**config.mk**
```make
export PLATFORM = sky130hd
export DESIGN_NAME = timed_task_dispatcher_flat
export DESIGN_NICKNAME = d
export VERILOG_FILES = /design/src/hw/rtl/ttd_pkg.sv /design/src/hw/rtl/ttd_if.sv /design/src/hw/rtl/ttd_ctrl.sv /design/src/hw/rtl/ttd_datapath.sv /design/src/hw/rtl/timed_task_dispatcher.sv /design/src/flat_wrapper.sv
export VERILOG_INCLUDE_DIRS = /design/src /design/src/hw/rtl
export SDC_FILE = /design/constraint.sdc
export NUM_CORES = 1
export LEC_CHECK = 0
export ABC_AREA = 1
export BUFFER_PORTS_ARGS = -buffer_cell sky130_fd_sc_hd__buf_4
export CAP_MARGIN = 10
export CORE_AREA = 2 2 339 341
export DETAILED_ROUTE_END_ITERATION = 7
export DIE_AREA = 0 0 341 343
export PLACE_DENSITY = 0.6
export SLEW_MARGIN = 20
export SYNTH_ARGS = -nofsm -noshare
export SYNTH_HDL_FRONTEND = slang
export SYNTH_HIERARCHICAL = 1
export SYNTH_SLANG_ARGS = --single-unit
```
**constraint.sdc**
```tcl
create_clock -name clk -period 17.48 [get_ports clk]
set_input_delay 1.748 -clock clk [delete_from_list [all_inputs] [get_ports clk]]
set_output_delay 1.748 -clock clk [all_outputs]
set_load 0.005 [all_outputs]
```
**src/hw/rtl/timed_task_dispatcher_defines.svh**
```systemverilog
// Assertion macros used by the dispatcher datapath.
// Expects signals clk and rst_n in the scope of each use.
`ifndef TIMED_TASK_DISPATCHER_DEFINES_SVH
`define TIMED_TASK_DISPATCHER_DEFINES_SVH

// Same-cycle implication, disabled during reset
`define TTD_ASSERT_NOW(label, ante, cons, msg) \
  label: assert property (@(posedge clk) disable iff (!rst_n) (ante) |-> (cons)) \
    else $error(msg);

// Next-cycle implication, disabled during reset
`define TTD_ASSERT_NEXT(label, ante, cons, msg) \
  label: assert property (@(posedge clk) disable iff (!rst_n) (ante) |=> (cons)) \
    else $error(msg);

`endif

```
**src/hw/rtl/ttd_pkg.sv**
```systemverilog
// Shared types and constants for the timed task dispatcher.
// No dependencies; imported by the controller, datapath and top level.
package ttd_pkg;

  // Action codes carried by an input beat
  typedef enum logic [3:0] {
    ACT_TICK     = 4'd0,
    ACT_CREATE   = 4'd1,
    ACT_DELETE   = 4'd2,
    ACT_START    = 4'd3,
    ACT_DELAY    = 4'd4,
    ACT_STOP     = 4'd5,
    ACT_DISPATCH = 4'd6,
    ACT_FINISH   = 4'd7,
    ACT_CLR_UP   = 4'd8
  } action_t;

  // Per-slot enable state
  typedef enum logic [1:0] {
    TS_STOPPED = 2'd0,
    TS_ENABLED = 2'd1,
    TS_RUNNING = 2'd2
  } tstate_t;

  localparam logic [31:0] UNSET_DUE  = 32'hFFFF_FFFF;
  localparam logic [9:0]  MS_PER_SEC = 10'd1000;

  // Commands from controller to datapath
  typedef struct packed {
    logic load;       // capture the accepted input beat
    logic rd;         // read slot at idx into the pipeline register
    logic inc;        // advance the scan index
    logic idx_clr;    // restart the scan at slot zero
    logic idx_home;   // point the index back at the addressed slot
    logic tick_base;  // advance time base and uptime
    logic tick_slot;  // rebase and ready-check one slot
    logic exec;       // apply a single-slot action or uptime clear
    logic late;       // compute lateness of the selected slot
    logic commit;     // retire the dispatched slot, update worst latency
    logic emit;       // load the result register
  } ttd_cmd_t;

  // Status from datapath to controller
  typedef struct packed {
    action_t act;
    logic    hit;       // slot in the pipeline is ready and enabled
    logic    p_last;    // slot in the pipeline is the last one
    logic    out_busy;  // result register holds a beat not taken this cycle
  } ttd_sts_t;

endpackage

```
**src/hw/rtl/ttd_if.sv**
```systemverilog
// Valid/ready channel interfaces for the dispatcher input and result beats.
// No dependencies.
interface ttd_in_if;
  logic        valid;
  logic        ready;
  logic [3:0]  action;
  logic [3:0]  task_id;
  logic [30:0] delay_ms;
  logic        handler_valid;

  modport source (output valid, action, task_id, delay_ms, handler_valid, input ready);
  modport sink   (input valid, action, task_id, delay_ms, handler_valid, output ready);
endinterface

interface ttd_out_if;
  logic        valid;
  logic        ready;
  logic        dispatched;
  logic [3:0]  dispatched_id;
  logic        handler_present;
  logic [1:0]  task_state;
  logic [7:0]  task_count;
  logic [31:0] max_latency;
  logic [22:0] uptime_seconds;

  modport source (output valid, dispatched, dispatched_id, handler_present, task_state,
                  task_count, max_latency, uptime_seconds, input ready);
  modport sink   (input valid, dispatched, dispatched_id, handler_present, task_state,
                  task_count, max_latency, uptime_seconds, output ready);
endinterface

```
**src/hw/rtl/ttd_ctrl.sv**
```systemverilog
// Sequencing state machine of the timed task dispatcher.
// Depends on ttd_pkg for the command and status structs.
module ttd_ctrl
  import ttd_pkg::*;
(
  input  logic     clk,
  input  logic     rst_n,
  input  logic     in_valid,
  output logic     in_ready,
  input  ttd_sts_t sts,
  output ttd_cmd_t cmd
);

  typedef enum logic [3:0] {
    ST_IDLE,
    ST_FETCH,
    ST_EXEC,
    ST_PRIME,
    ST_TSCAN,
    ST_DSCAN,
    ST_LATE,
    ST_MAXL,
    ST_SETTLE,
    ST_OUT
  } state_t;

  state_t state_r, state_nxt;

  assign in_ready = (state_r == ST_IDLE);

  // Decode next state and commands
  always_comb begin
    state_nxt = state_r;
    cmd       = '0;
    case (state_r)
      ST_IDLE: begin
        if (in_valid) begin
          cmd.load  = 1'b1;
          state_nxt = ST_FETCH;
        end
      end
      ST_FETCH: begin
        cmd.rd    = 1'b1;
        state_nxt = ST_EXEC;
      end
      ST_EXEC: begin
        case (sts.act)
          ACT_TICK: begin
            cmd.tick_base = 1'b1;
            cmd.idx_clr   = 1'b1;
            state_nxt     = ST_PRIME;
          end
          ACT_DISPATCH: begin
            cmd.idx_clr = 1'b1;
            state_nxt   = ST_PRIME;
          end
          default: begin
            cmd.exec  = 1'b1;
            state_nxt = ST_OUT;
          end
        endcase
      end
      ST_PRIME: begin
        cmd.rd    = 1'b1;
        cmd.inc   = 1'b1;
        state_nxt = (sts.act == ACT_TICK) ? ST_TSCAN : ST_DSCAN;
      end
      ST_TSCAN: begin
        cmd.tick_slot = 1'b1;
        if (sts.p_last) begin
          cmd.idx_home = 1'b1;
          state_nxt    = ST_SETTLE;
        end else begin
          cmd.rd  = 1'b1;
          cmd.inc = 1'b1;
        end
      end
      ST_DSCAN: begin
        if (sts.hit) begin
          state_nxt = ST_LATE;
        end else if (sts.p_last) begin
          cmd.idx_home = 1'b1;
          state_nxt    = ST_SETTLE;
        end else begin
          cmd.rd  = 1'b1;
          cmd.inc = 1'b1;
        end
      end
      ST_LATE: begin
        cmd.late  = 1'b1;
        state_nxt = ST_MAXL;
      end
      ST_MAXL: begin
        cmd.commit   = 1'b1;
        cmd.idx_home = 1'b1;
        state_nxt    = ST_SETTLE;
      end
      ST_SETTLE: begin
        cmd.rd    = 1'b1;
        state_nxt = ST_OUT;
      end
      ST_OUT: begin
        if (!sts.out_busy) begin
          cmd.emit  = 1'b1;
          state_nxt = ST_IDLE;
        end
      end
      default: begin
        state_nxt = ST_IDLE;
      end
    endcase
  end

  // Hold state
  always_ff @(posedge clk) begin
    if (!rst_n) begin
      state_r <= ST_IDLE;
    end else begin
      state_r <= state_nxt;
    end
  end

endmodule

```
**src/hw/rtl/ttd_datapath.sv**
```systemverilog
// Task table, time base, counters and result register of the dispatcher.
// Depends on ttd_pkg, ttd_if and the assertion macros header.
`include "timed_task_dispatcher_defines.svh"

module ttd_datapath
  import ttd_pkg::*;
#(
  parameter int          NUM_TASKS   = 16,
  parameter logic [31:0] REBASE_TIME = 32'h8000_0000
) (
  input  logic        clk,
  input  logic        rst_n,
  input  ttd_cmd_t    cmd,
  output ttd_sts_t    sts,
  input  logic [3:0]  in_action,
  input  logic [3:0]  in_task_id,
  input  logic [30:0] in_delay_ms,
  input  logic        in_handler_valid,
  ttd_out_if.source   out_ch
);

  localparam int IDX_W = (NUM_TASKS > 1) ? $clog2(NUM_TASKS) : 1;
  localparam logic [IDX_W-1:0] LAST_IDX = IDX_W'(NUM_TASKS - 1);

  // Captured input beat
  action_t           act_r;
  logic [IDX_W-1:0]  tidx_r;
  logic              tvalid_r;
  logic [30:0]       delay_r;
  logic              hv_r;

  // Slot table
  logic [31:0]           due_mem [NUM_TASKS];
  logic [NUM_TASKS-1:0]  vld_r;
  logic [NUM_TASKS-1:0]  ready_r;
  logic [NUM_TASKS-1:0]  hh_r;
  tstate_t               state_r [NUM_TASKS];

  // Scan index and read pipeline
  logic [IDX_W-1:0]  idx_r;
  logic [IDX_W-1:0]  pidx_r;
  logic [31:0]       due_q_r;

  // Time base and counters
  logic [31:0]  st_r;
  logic         rebase_r;
  logic [31:0]  up_r;
  logic [9:0]   ms_r;
  logic [22:0]  sec_r;
  logic [31:0]  worst_r;
  logic [31:0]  late_r;
  logic [7:0]   cnt_r;

  // Dispatch result
  logic        disp_r;
  logic [3:0]  did_r;
  logic        hp_r;

  // Result register
  logic        ov_r;
  logic        o_disp_r;
  logic [3:0]  o_did_r;
  logic        o_hp_r;
  logic [1:0]  o_ts_r;
  logic [7:0]  o_cnt_r;
  logic [31:0] o_lat_r;
  logic [22:0] o_sec_r;

  logic [31:0]  due_eff;
  logic [31:0]  cmp_val;
  logic [31:0]  rebased;
  logic [31:0]  due_sum;
  logic [32:0]  late_diff;
  logic         slot_ready;
  logic         due_we;
  logic [31:0]  due_wdata;
  tstate_t      p_state;

  assign p_state    = state_r[pidx_r];
  assign due_eff    = vld_r[pidx_r] ? due_q_r : UNSET_DUE;
  assign cmp_val    = rebase_r ? REBASE_TIME : st_r;
  assign rebased    = (due_q_r >= REBASE_TIME) ? (due_q_r - REBASE_TIME) : 32'd0;
  assign due_sum    = {1'b0, delay_r} + st_r;
  assign late_diff  = {1'b0, st_r} - {1'b0, due_eff};
  assign slot_ready = (p_state == TS_ENABLED) && (due_eff <= cmp_val);

  // Status to the controller
  assign sts.act      = act_r;
  assign sts.hit      = ready_r[pidx_r] && (p_state == TS_ENABLED);
  assign sts.p_last   = (pidx_r == LAST_IDX);
  assign sts.out_busy = ov_r && !out_ch.ready;

  // Due-time write port: rebase on tick, load on start or re-delay
  always_comb begin
    due_we    = 1'b0;
    due_wdata = due_sum;
    if (cmd.tick_slot && rebase_r && (due_eff != UNSET_DUE)) begin
      due_we    = 1'b1;
      due_wdata = rebased;
    end else if (cmd.exec && tvalid_r && (act_r == ACT_START || act_r == ACT_DELAY)) begin
      due_we = 1'b1;
    end
  end

  // Due-time memory and registered read
  always_ff @(posedge clk) begin
    if (due_we) begin
      due_mem[pidx_r] <= due_wdata;
    end
    if (cmd.rd) begin
      due_q_r <= due_mem[idx_r];
      pidx_r  <= idx_r;
    end
  end

  // Capture the input beat and late value
  always_ff @(posedge clk) begin
    if (cmd.load) begin
      act_r    <= action_t'(in_action);
      tidx_r   <= IDX_W'(in_task_id);
      tvalid_r <= (7'(in_task_id) < 7'(NUM_TASKS));
      delay_r  <= in_delay_ms;
      hv_r     <= in_handler_valid;
    end
    if (cmd.late) begin
      late_r <= late_diff[32] ? 32'd0 : late_diff[31:0];
    end
  end

  // Control state: table flags, index, time base, counters
  always_ff @(posedge clk) begin
    if (!rst_n) begin
      vld_r    <= '0;
      ready_r  <= '0;
      hh_r     <= '0;
      for (int i = 0; i < NUM_TASKS; i++) begin
        state_r[i] <= TS_STOPPED;
      end
      idx_r    <= '0;
      st_r     <= '0;
      rebase_r <= 1'b0;
      up_r     <= '0;
      ms_r     <= '0;
      sec_r    <= '0;
      worst_r  <= '0;
      cnt_r    <= '0;
      disp_r   <= 1'b0;
      did_r    <= '0;
      hp_r     <= 1'b0;
    end else begin
      // load, clear, home or advance the scan index, saturating at the last slot
      if (cmd.load) begin
        idx_r <= IDX_W'(in_task_id);
      end else if (cmd.idx_clr) begin
        idx_r <= '0;
      end else if (cmd.idx_home) begin
        idx_r <= tidx_r;
      end else if (cmd.inc && idx_r != LAST_IDX) begin
        idx_r <= idx_r + IDX_W'(1);
      end

      if (cmd.load) begin
        disp_r <= 1'b0;
        did_r  <= '0;
        hp_r   <= 1'b0;
      end

      // tick: advance time base, wrap uptime, keep seconds in step
      if (cmd.tick_base) begin
        rebase_r <= (st_r == REBASE_TIME - 32'd1);
        st_r     <= (st_r == REBASE_TIME - 32'd1) ? 32'd0 : st_r + 32'd1;
        if (up_r == 32'hFFFF_FFFF) begin
          up_r  <= '0;
          ms_r  <= '0;
          sec_r <= '0;
        end else begin
          up_r <= up_r + 32'd1;
          if (ms_r == MS_PER_SEC - 10'd1) begin
            ms_r  <= '0;
            sec_r <= sec_r + 23'd1;
          end else begin
            ms_r <= ms_r + 10'd1;
          end
        end
      end

      // tick: mark due slots ready
      if (cmd.tick_slot && slot_ready) begin
        ready_r[pidx_r] <= 1'b1;
      end

      // single-slot actions
      if (cmd.exec) begin
        if (act_r == ACT_CLR_UP) begin
          up_r  <= '0;
          ms_r  <= '0;
          sec_r <= '0;
        end
        if (tvalid_r) begin
          case (act_r)
            ACT_CREATE: begin
              hh_r[pidx_r] <= hv_r;
              cnt_r        <= cnt_r + 8'd1;
            end
            ACT_DELETE: begin
              state_r[pidx_r] <= TS_STOPPED;
              vld_r[pidx_r]   <= 1'b0;
              ready_r[pidx_r] <= 1'b0;
              hh_r[pidx_r]    <= 1'b0;
              cnt_r           <= cnt_r - 8'd1;
            end
            ACT_START: begin
              vld_r[pidx_r]   <= 1'b1;
              state_r[pidx_r] <= TS_ENABLED;
              ready_r[pidx_r] <= (delay_r == 31'd0);
            end
            ACT_DELAY: begin
              vld_r[pidx_r] <= 1'b1;
            end
            ACT_STOP: begin
              state_r[pidx_r] <= TS_STOPPED;
              vld_r[pidx_r]   <= 1'b0;
              ready_r[pidx_r] <= 1'b0;
            end
            ACT_FINISH: begin
              if (p_state == TS_RUNNING) begin
                state_r[pidx_r] <= (due_eff == UNSET_DUE) ? TS_STOPPED : TS_ENABLED;
              end
            end
            default: begin
            end
          endcase
        end
      end

      // retire the dispatched slot and track worst lateness
      if (cmd.commit) begin
        if (late_r > worst_r) begin
          worst_r <= late_r;
        end
        vld_r[pidx_r]   <= 1'b0;
        ready_r[pidx_r] <= 1'b0;
        state_r[pidx_r] <= hh_r[pidx_r] ? TS_RUNNING : TS_STOPPED;
        disp_r          <= 1'b1;
        did_r           <= 4'(pidx_r);
        hp_r            <= hh_r[pidx_r];
      end
    end
  end

  // Result register: load on emit, drop on handshake
  always_ff @(posedge clk) begin
    if (!rst_n) begin
      ov_r <= 1'b0;
    end else if (cmd.emit) begin
      ov_r <= 1'b1;
    end else if (out_ch.ready) begin
      ov_r <= 1'b0;
    end
  end

  always_ff @(posedge clk) begin
    if (cmd.emit) begin
      o_disp_r <= disp_r;
      o_did_r  <= did_r;
      o_hp_r   <= hp_r;
      o_ts_r   <= tvalid_r ? p_state : TS_STOPPED;
      o_cnt_r  <= cnt_r;
      o_lat_r  <= worst_r;
      o_sec_r  <= sec_r;
    end
  end

  assign out_ch.valid           = ov_r;
  assign out_ch.dispatched      = o_disp_r;
  assign out_ch.dispatched_id   = o_did_r;
  assign out_ch.handler_present = o_hp_r;
  assign out_ch.task_state      = o_ts_r;
  assign out_ch.task_count      = o_cnt_r;
  assign out_ch.max_latency     = o_lat_r;
  assign out_ch.uptime_seconds  = o_sec_r;

  `TTD_ASSERT_NOW(a_time_below_rebase, 1'b1, st_r < REBASE_TIME, "time base reached rebase point")
  `TTD_ASSERT_NOW(a_ms_in_range, 1'b1, ms_r < MS_PER_SEC, "millisecond remainder out of range")
  `TTD_ASSERT_NEXT(a_worst_monotonic, 1'b1, worst_r >= $past(worst_r), "worst latency decreased")
  `TTD_ASSERT_NEXT(a_commit_marks, cmd.commit, disp_r && !ready_r[$past(pidx_r)], "dispatch not retired")

endmodule

```
**src/hw/rtl/timed_task_dispatcher.sv**
```systemverilog
// Top level of the timed task dispatcher: controller plus datapath.
// Depends on ttd_pkg, ttd_if, ttd_ctrl and ttd_datapath.
//
//  channel | direction | beat contents
//  --------+-----------+--------------------------------------------------------
//  in_ch   | in        | action, task_id, delay_ms, handler_valid
//  out_ch  | out       | dispatched, dispatched_id, handler_present, task_state,
//          |           | task_count, max_latency, uptime_seconds
//
// One item at a time. A slot action is fetched, executed and then emitted; a tick
// makes one pass over the due-time memory, one slot per cycle, and a dispatch scans
// for the lowest ready slot, then runs the lateness subtract and compare steps.
// Reset is synchronous; due times read as unset through per-slot valid bits, so
// no clearing pass is needed.
// A stalled result holds in the output register; the next beat is taken meanwhile.
module timed_task_dispatcher
  import ttd_pkg::*;
#(
  parameter int          NUM_TASKS   = 16,
  parameter logic [31:0] REBASE_TIME = 32'h8000_0000
) (
  input  logic       clk,
  input  logic       rst_n,
  ttd_in_if.sink     in_ch,
  ttd_out_if.source  out_ch
);

  ttd_cmd_t cmd;
  ttd_sts_t sts;
  logic     in_ready;

  assign in_ch.ready = in_ready;

  ttd_ctrl u_ctrl (
    .clk      (clk),
    .rst_n    (rst_n),
    .in_valid (in_ch.valid),
    .in_ready (in_ready),
    .sts      (sts),
    .cmd      (cmd)
  );

  ttd_datapath #(
    .NUM_TASKS   (NUM_TASKS),
    .REBASE_TIME (REBASE_TIME)
  ) u_datapath (
    .clk              (clk),
    .rst_n            (rst_n),
    .cmd              (cmd),
    .sts              (sts),
    .in_action        (in_ch.action),
    .in_task_id       (in_ch.task_id),
    .in_delay_ms      (in_ch.delay_ms),
    .in_handler_valid (in_ch.handler_valid),
    .out_ch           (out_ch)
  );

endmodule

```
**src/flat_wrapper.sv**
```systemverilog
// flat-port wrapper written by rule: the top's interface ports become plain ports
module timed_task_dispatcher_flat import ttd_pkg::*;
#(
  parameter int          NUM_TASKS   = 16,
  parameter logic [31:0] REBASE_TIME = 32'h8000_0000
)
  (clk, rst_n, in_ch_valid, in_ch_action, in_ch_task_id, in_ch_delay_ms, in_ch_handler_valid, in_ch_ready, out_ch_valid, out_ch_dispatched, out_ch_dispatched_id, out_ch_handler_present, out_ch_task_state, out_ch_task_count, out_ch_max_latency, out_ch_uptime_seconds, out_ch_ready);
  ttd_in_if in_ch_i ();
  ttd_out_if out_ch_i ();
  input  logic clk;
  input  logic rst_n;
  input wire logic [$bits(in_ch_i.valid)-1:0] in_ch_valid;
  input wire logic [$bits(in_ch_i.action)-1:0] in_ch_action;
  input wire logic [$bits(in_ch_i.task_id)-1:0] in_ch_task_id;
  input wire logic [$bits(in_ch_i.delay_ms)-1:0] in_ch_delay_ms;
  input wire logic [$bits(in_ch_i.handler_valid)-1:0] in_ch_handler_valid;
  output wire logic [$bits(in_ch_i.ready)-1:0] in_ch_ready;
  output wire logic [$bits(out_ch_i.valid)-1:0] out_ch_valid;
  output wire logic [$bits(out_ch_i.dispatched)-1:0] out_ch_dispatched;
  output wire logic [$bits(out_ch_i.dispatched_id)-1:0] out_ch_dispatched_id;
  output wire logic [$bits(out_ch_i.handler_present)-1:0] out_ch_handler_present;
  output wire logic [$bits(out_ch_i.task_state)-1:0] out_ch_task_state;
  output wire logic [$bits(out_ch_i.task_count)-1:0] out_ch_task_count;
  output wire logic [$bits(out_ch_i.max_latency)-1:0] out_ch_max_latency;
  output wire logic [$bits(out_ch_i.uptime_seconds)-1:0] out_ch_uptime_seconds;
  input wire logic [$bits(out_ch_i.ready)-1:0] out_ch_ready;
  assign in_ch_i.valid = in_ch_valid;
  assign in_ch_i.action = in_ch_action;
  assign in_ch_i.task_id = in_ch_task_id;
  assign in_ch_i.delay_ms = in_ch_delay_ms;
  assign in_ch_i.handler_valid = in_ch_handler_valid;
  assign in_ch_ready = in_ch_i.ready;
  assign out_ch_valid = out_ch_i.valid;
  assign out_ch_dispatched = out_ch_i.dispatched;
  assign out_ch_dispatched_id = out_ch_i.dispatched_id;
  assign out_ch_handler_present = out_ch_i.handler_present;
  assign out_ch_task_state = out_ch_i.task_state;
  assign out_ch_task_count = out_ch_i.task_count;
  assign out_ch_max_latency = out_ch_i.max_latency;
  assign out_ch_uptime_seconds = out_ch_i.uptime_seconds;
  assign out_ch_i.ready = out_ch_ready;
  timed_task_dispatcher #(.NUM_TASKS(NUM_TASKS), .REBASE_TIME(REBASE_TIME)) u_core (.clk(clk), .rst_n(rst_n), .in_ch(in_ch_i), .out_ch(out_ch_i));
endmodule
```
==> summary.txt <==
Clocking
  • Number of clock sinks seen by CTS: 928
  • Clock-pin transition on the worst setup and hold timing paths: 0.06 ns
  • Clock tree from TritonCTS: built
  • Latest clock arrival within the worst-skew pair: 0.71 ns
  • Post-CTS Repair Setup Buffers: 0
  • Count of hold buffers inserted by post-cts repair: 0
  • Maximum count of clock buffers along a single path: 3
  • Count of instances resized after the clock tree is built: 0
  • Number of buffers inserted during clock tree synthesis: 97
  • Cell chosen for the clock root: clkbuf_16
  • H-tree depth: 3

Run
  • Max-capacitance violation count: 0

Synth
  • Unique cell type count in the Yosys netlist: 65
  • Mapped Nets: 4429
  • Async set-or-reset flop fraction in the synthesized netlist: 0%
  • Cell types with the largest area share after synthesis: edfxtp_1 (51%), dfxtp_1 (9.6%), o21ai_0 (5.3%)
  • Top-area cell type share of the netlist area: 50.8%
  • Sequential element share of the synthesized area: 60.4%
  • Most area-hungry cell type in the Yosys netlist: edfxtp_1
  • Syn Inst Count: 4246
  • Dominant register cell in the synthesized netlist: edfxtp_1
  • Summed instance area of the synthesized netlist: 42700 sq um
  • Mean cell area of the mapped netlist: 10.1 sq um
  • Count of yosys warnings during synthesis: 6
  • Number of register bits inferred by synthesis: 928
  • Number of enable flip-flop cells after synthesis: 723

STA
  • Tightest slew margin relative to the limit: 27.1%
  • Worst Skew: 0.0728 ns
  • FMAX: 199 MHz
  • Final TNS setup: 0 ns
  • Worst-Margin Slew: 1.09 ns
  • Setup repair after global routing missed its margin: false
  • Setup violations, final: 0
  • Number of failing hold endpoints at the final stage: 0
  • Final count of pins violating max slew: 0
  • Period utilisation layout: 28.7%
  • Final critical-path required period: 5.02 ns

Floorplan
  • Core Rows: 124
  • Core ar.: 113000 sq um
  • Width of the chip: 341 microns
  • Total die area: 117000 sq um
  • Ports placed on the boundary: 117
  • Die Height: 343 microns
  • Effective utilization at floorplan: 37.7%

Cells and area
  • Register Area: 25800 sq um
  • Area Growth Syn to Fin: 13.9%
  • Core utilization of the finished layout: 42.9%
  • Commonest non-fill, non-tap cell in the layout: edfxtp_1
  • Multi-input logic area: 15100 sq um
  • Top library cells by usage in the layout, fill and taps aside: edfxtp_1 (723), nor2_1 (593), nand2_1 (592), o21ai_0 (449), inv_1 (346)
  • Share of final-layout standard cells stronger than drive strength 1: 9.58%
  • Number of fill cells: 10657
  • Antenna cells: 0
  • Nets: 4536

Routing
  • Post-detailed-route DRC marker count: 0
  • Number of optimization iterations in the first detailed-route pass: 5
  • Total number of vias: 32137
  • DR vias/cell: 5.40
  • Drt wl/cell: 20.1 microns
  • Sum of routed wire length over all layers: 120000 microns
  • Antenna viol nets, final: 0
  • Iter 0 DRT Violations: 3436

Worst setup path
  • Most used cell, CP: nand2_1
  • Critical path capture point type: flop
  • CP Cell Sequence: inv_2 > nand2_1 > nand2_1 > nand2_1 > nand2_1 > nand2_1 > nand2_1 > nor2_2 > buf_4 > nor2_1 > inv_2 > nand4_1 > nor4_1 > nand4_1 > nand3_2 > buf_4 > inv_2 > o21ai_1
  • Crit path arrival time: 5.34 ns
  • Crit Path Category: reg -> reg
  • Longest individual stage delay on the worst path: 0.88 ns
  • Cell at the slowest stage of the critical path: o21ai_1
  • Launching element type of the critical path: flop
  • Worst Path Required: 17.79 ns
  • Worst-path maximum fanout: 31

GRT
  • Maximum number of pins on one net before global-route repair: 103
  • Global-route wire length before repair: 179000 microns
  • Combined global-route utilization of all metal layers: 20.0%
  • Antenna violations before repair: 4
  • Aggregate global routing overflow: 0
  • Vias in the first global route: 29759

Power and ir drop
  • IR drop worst, VDD: 0.0800 mV
  • Power per cell area: 111 nW/um^2
  • Leakage power: 17.1 nW

Placed design
  • Global placer's final weighted congestion: 0.915
  • Number of port buffers: 116
  • Hpwl dp: 74200 microns

Min path
  • Class of the tightest hold or removal check: reg -> reg

Status
  • Run status: completed
==> state kept, by name (all words and copies together), names as in the netlist, 8 cells and up, named ones only <==
name / count
u_core/u_datapath/out_ch.task_count: 8
u_core/u_datapath/late_r: 32
u_core/u_datapath/up_r: 32
u_core/u_datapath/st_r: 32
u_core/u_datapath/delay_r: 31
u_core/u_datapath/due_q_r: 32
u_core/u_datapath/vld_r: 16
u_core/u_datapath/out_ch.max_latency: 32
u_core/u_datapath/cnt_r: 8
u_core/u_datapath/ready_r: 16
u_core/u_datapath/due_mem: 512
u_core/u_datapath/worst_r: 32
u_core/u_datapath/sec_r: 23
u_core/u_datapath/ms_r: 10
u_core/u_datapath/state_r: 32
u_core/u_datapath/hh_r: 16
u_core/u_datapath/out_ch.uptime_seconds: 23
==> worst paths after layout <==
| path | from | cells past startpoint | to | slack [ns] |
|---|---|---|---|---|
| worst min register to register | u_core/u_datapath/worst_r[26] | 0 | u_core/u_datapath/out_ch.max_latency[26] | 0.43 |
| worst min-delay path | u_core/u_datapath/worst_r[26] | 0 | u_core/u_datapath/out_ch.max_latency[26] | 0.43 |
| worst max register to register | u_core/u_datapath/pidx_r[0] | 18 | u_core/u_datapath/due_mem[13][6] | 12.46 |
| worst max-delay path | u_core/u_datapath/pidx_r[0] | 18 | u_core/u_datapath/due_mem[13][6] | 12.46 |
==> layer usage <==
| layer | vias up | track usage [%] | wire length, microns |
|---|---|---|---|
| li1 | 15219 | - | - |
| met1 | 15504 | 28.3 | 52500 |
| met2 | 1213 | 31.4 | 53800 |
| met3 | 201 | 3.55 | 10600 |
| met4 | 0 | 5.48 | 2870 |
| met5 | - | 0 | 0 |
==> Yosys cell counts, types with 14 or more instances <==
cell and n:
a21oi_1 252, clkbuf_1 144, dfxtp_1 205, edfxtp_1 723, ha_1 136, inv_1 349
nand2_1 593, nand2_2 14, nand3_1 144, nand4_1 47, nor2_1 597, nor2_2 16
nor3_1 79, nor4_1 36, o211ai_1 26, o21ai_0 449, o221ai_1 57, o22ai_1 84
xnor2_1 27, xor2_1 58
==> power by group <==
part / switching, mW / internal, mW
Sequential: 0.126 / 2.49
Combinational: 0.530 / 0.200
Clock: 0.882 / 1.16
==> critical path: cells and delay by family (launching register included) <==
kind	cells	cell delay, ns
AOI/OAI and AO/OA	1	0.88
buffers and inverters	5	1.55
and+or+nand+nor	12	1.59
DFF	1	0.62
==> cell type report <==
type / count / share of cell area [%]
Timing Repair Buffer: 182 / 2.81
Inverter: 365 / 2.84
Tap cell: 1512 / 3.88
Multi-Input combinational cell: 2779 / 30.9
Sequential cell: 928 / 53.0
Clock inverter: 41 / 0.891
Clock buffer: 143 / 5.63
==> cells by family after synthesis <==
family,synth area share [%]
xor gates and xnor gates,1.74
buffers and inverters,4.92
muxes,0.187
DFF,60.4
and+or+nand+nor,15.6
adders and majority gates,4.12
AOI/OAI and AO/OA,13.0
==> per-stage QoR <==
stage	hold WS, ns	area, sq um	worst slack (ns)	std cells	total power, mW
2_1_floorplan	0.408	42700	10.20	4246	3.06
3_3_place_gp	0.414	45500	12.47	5766	3.37
3_5_place_dp	0.413	45500	12.41	5766	3.38
5_1_grt	0.432	48700	12.11	5950	5.60
4_1_cts	0.426	48700	12.44	5950	5.42
6_report	0.425	48700	12.46	5950	5.39
No activity file was read; power rests on OpenSTA's default activity.
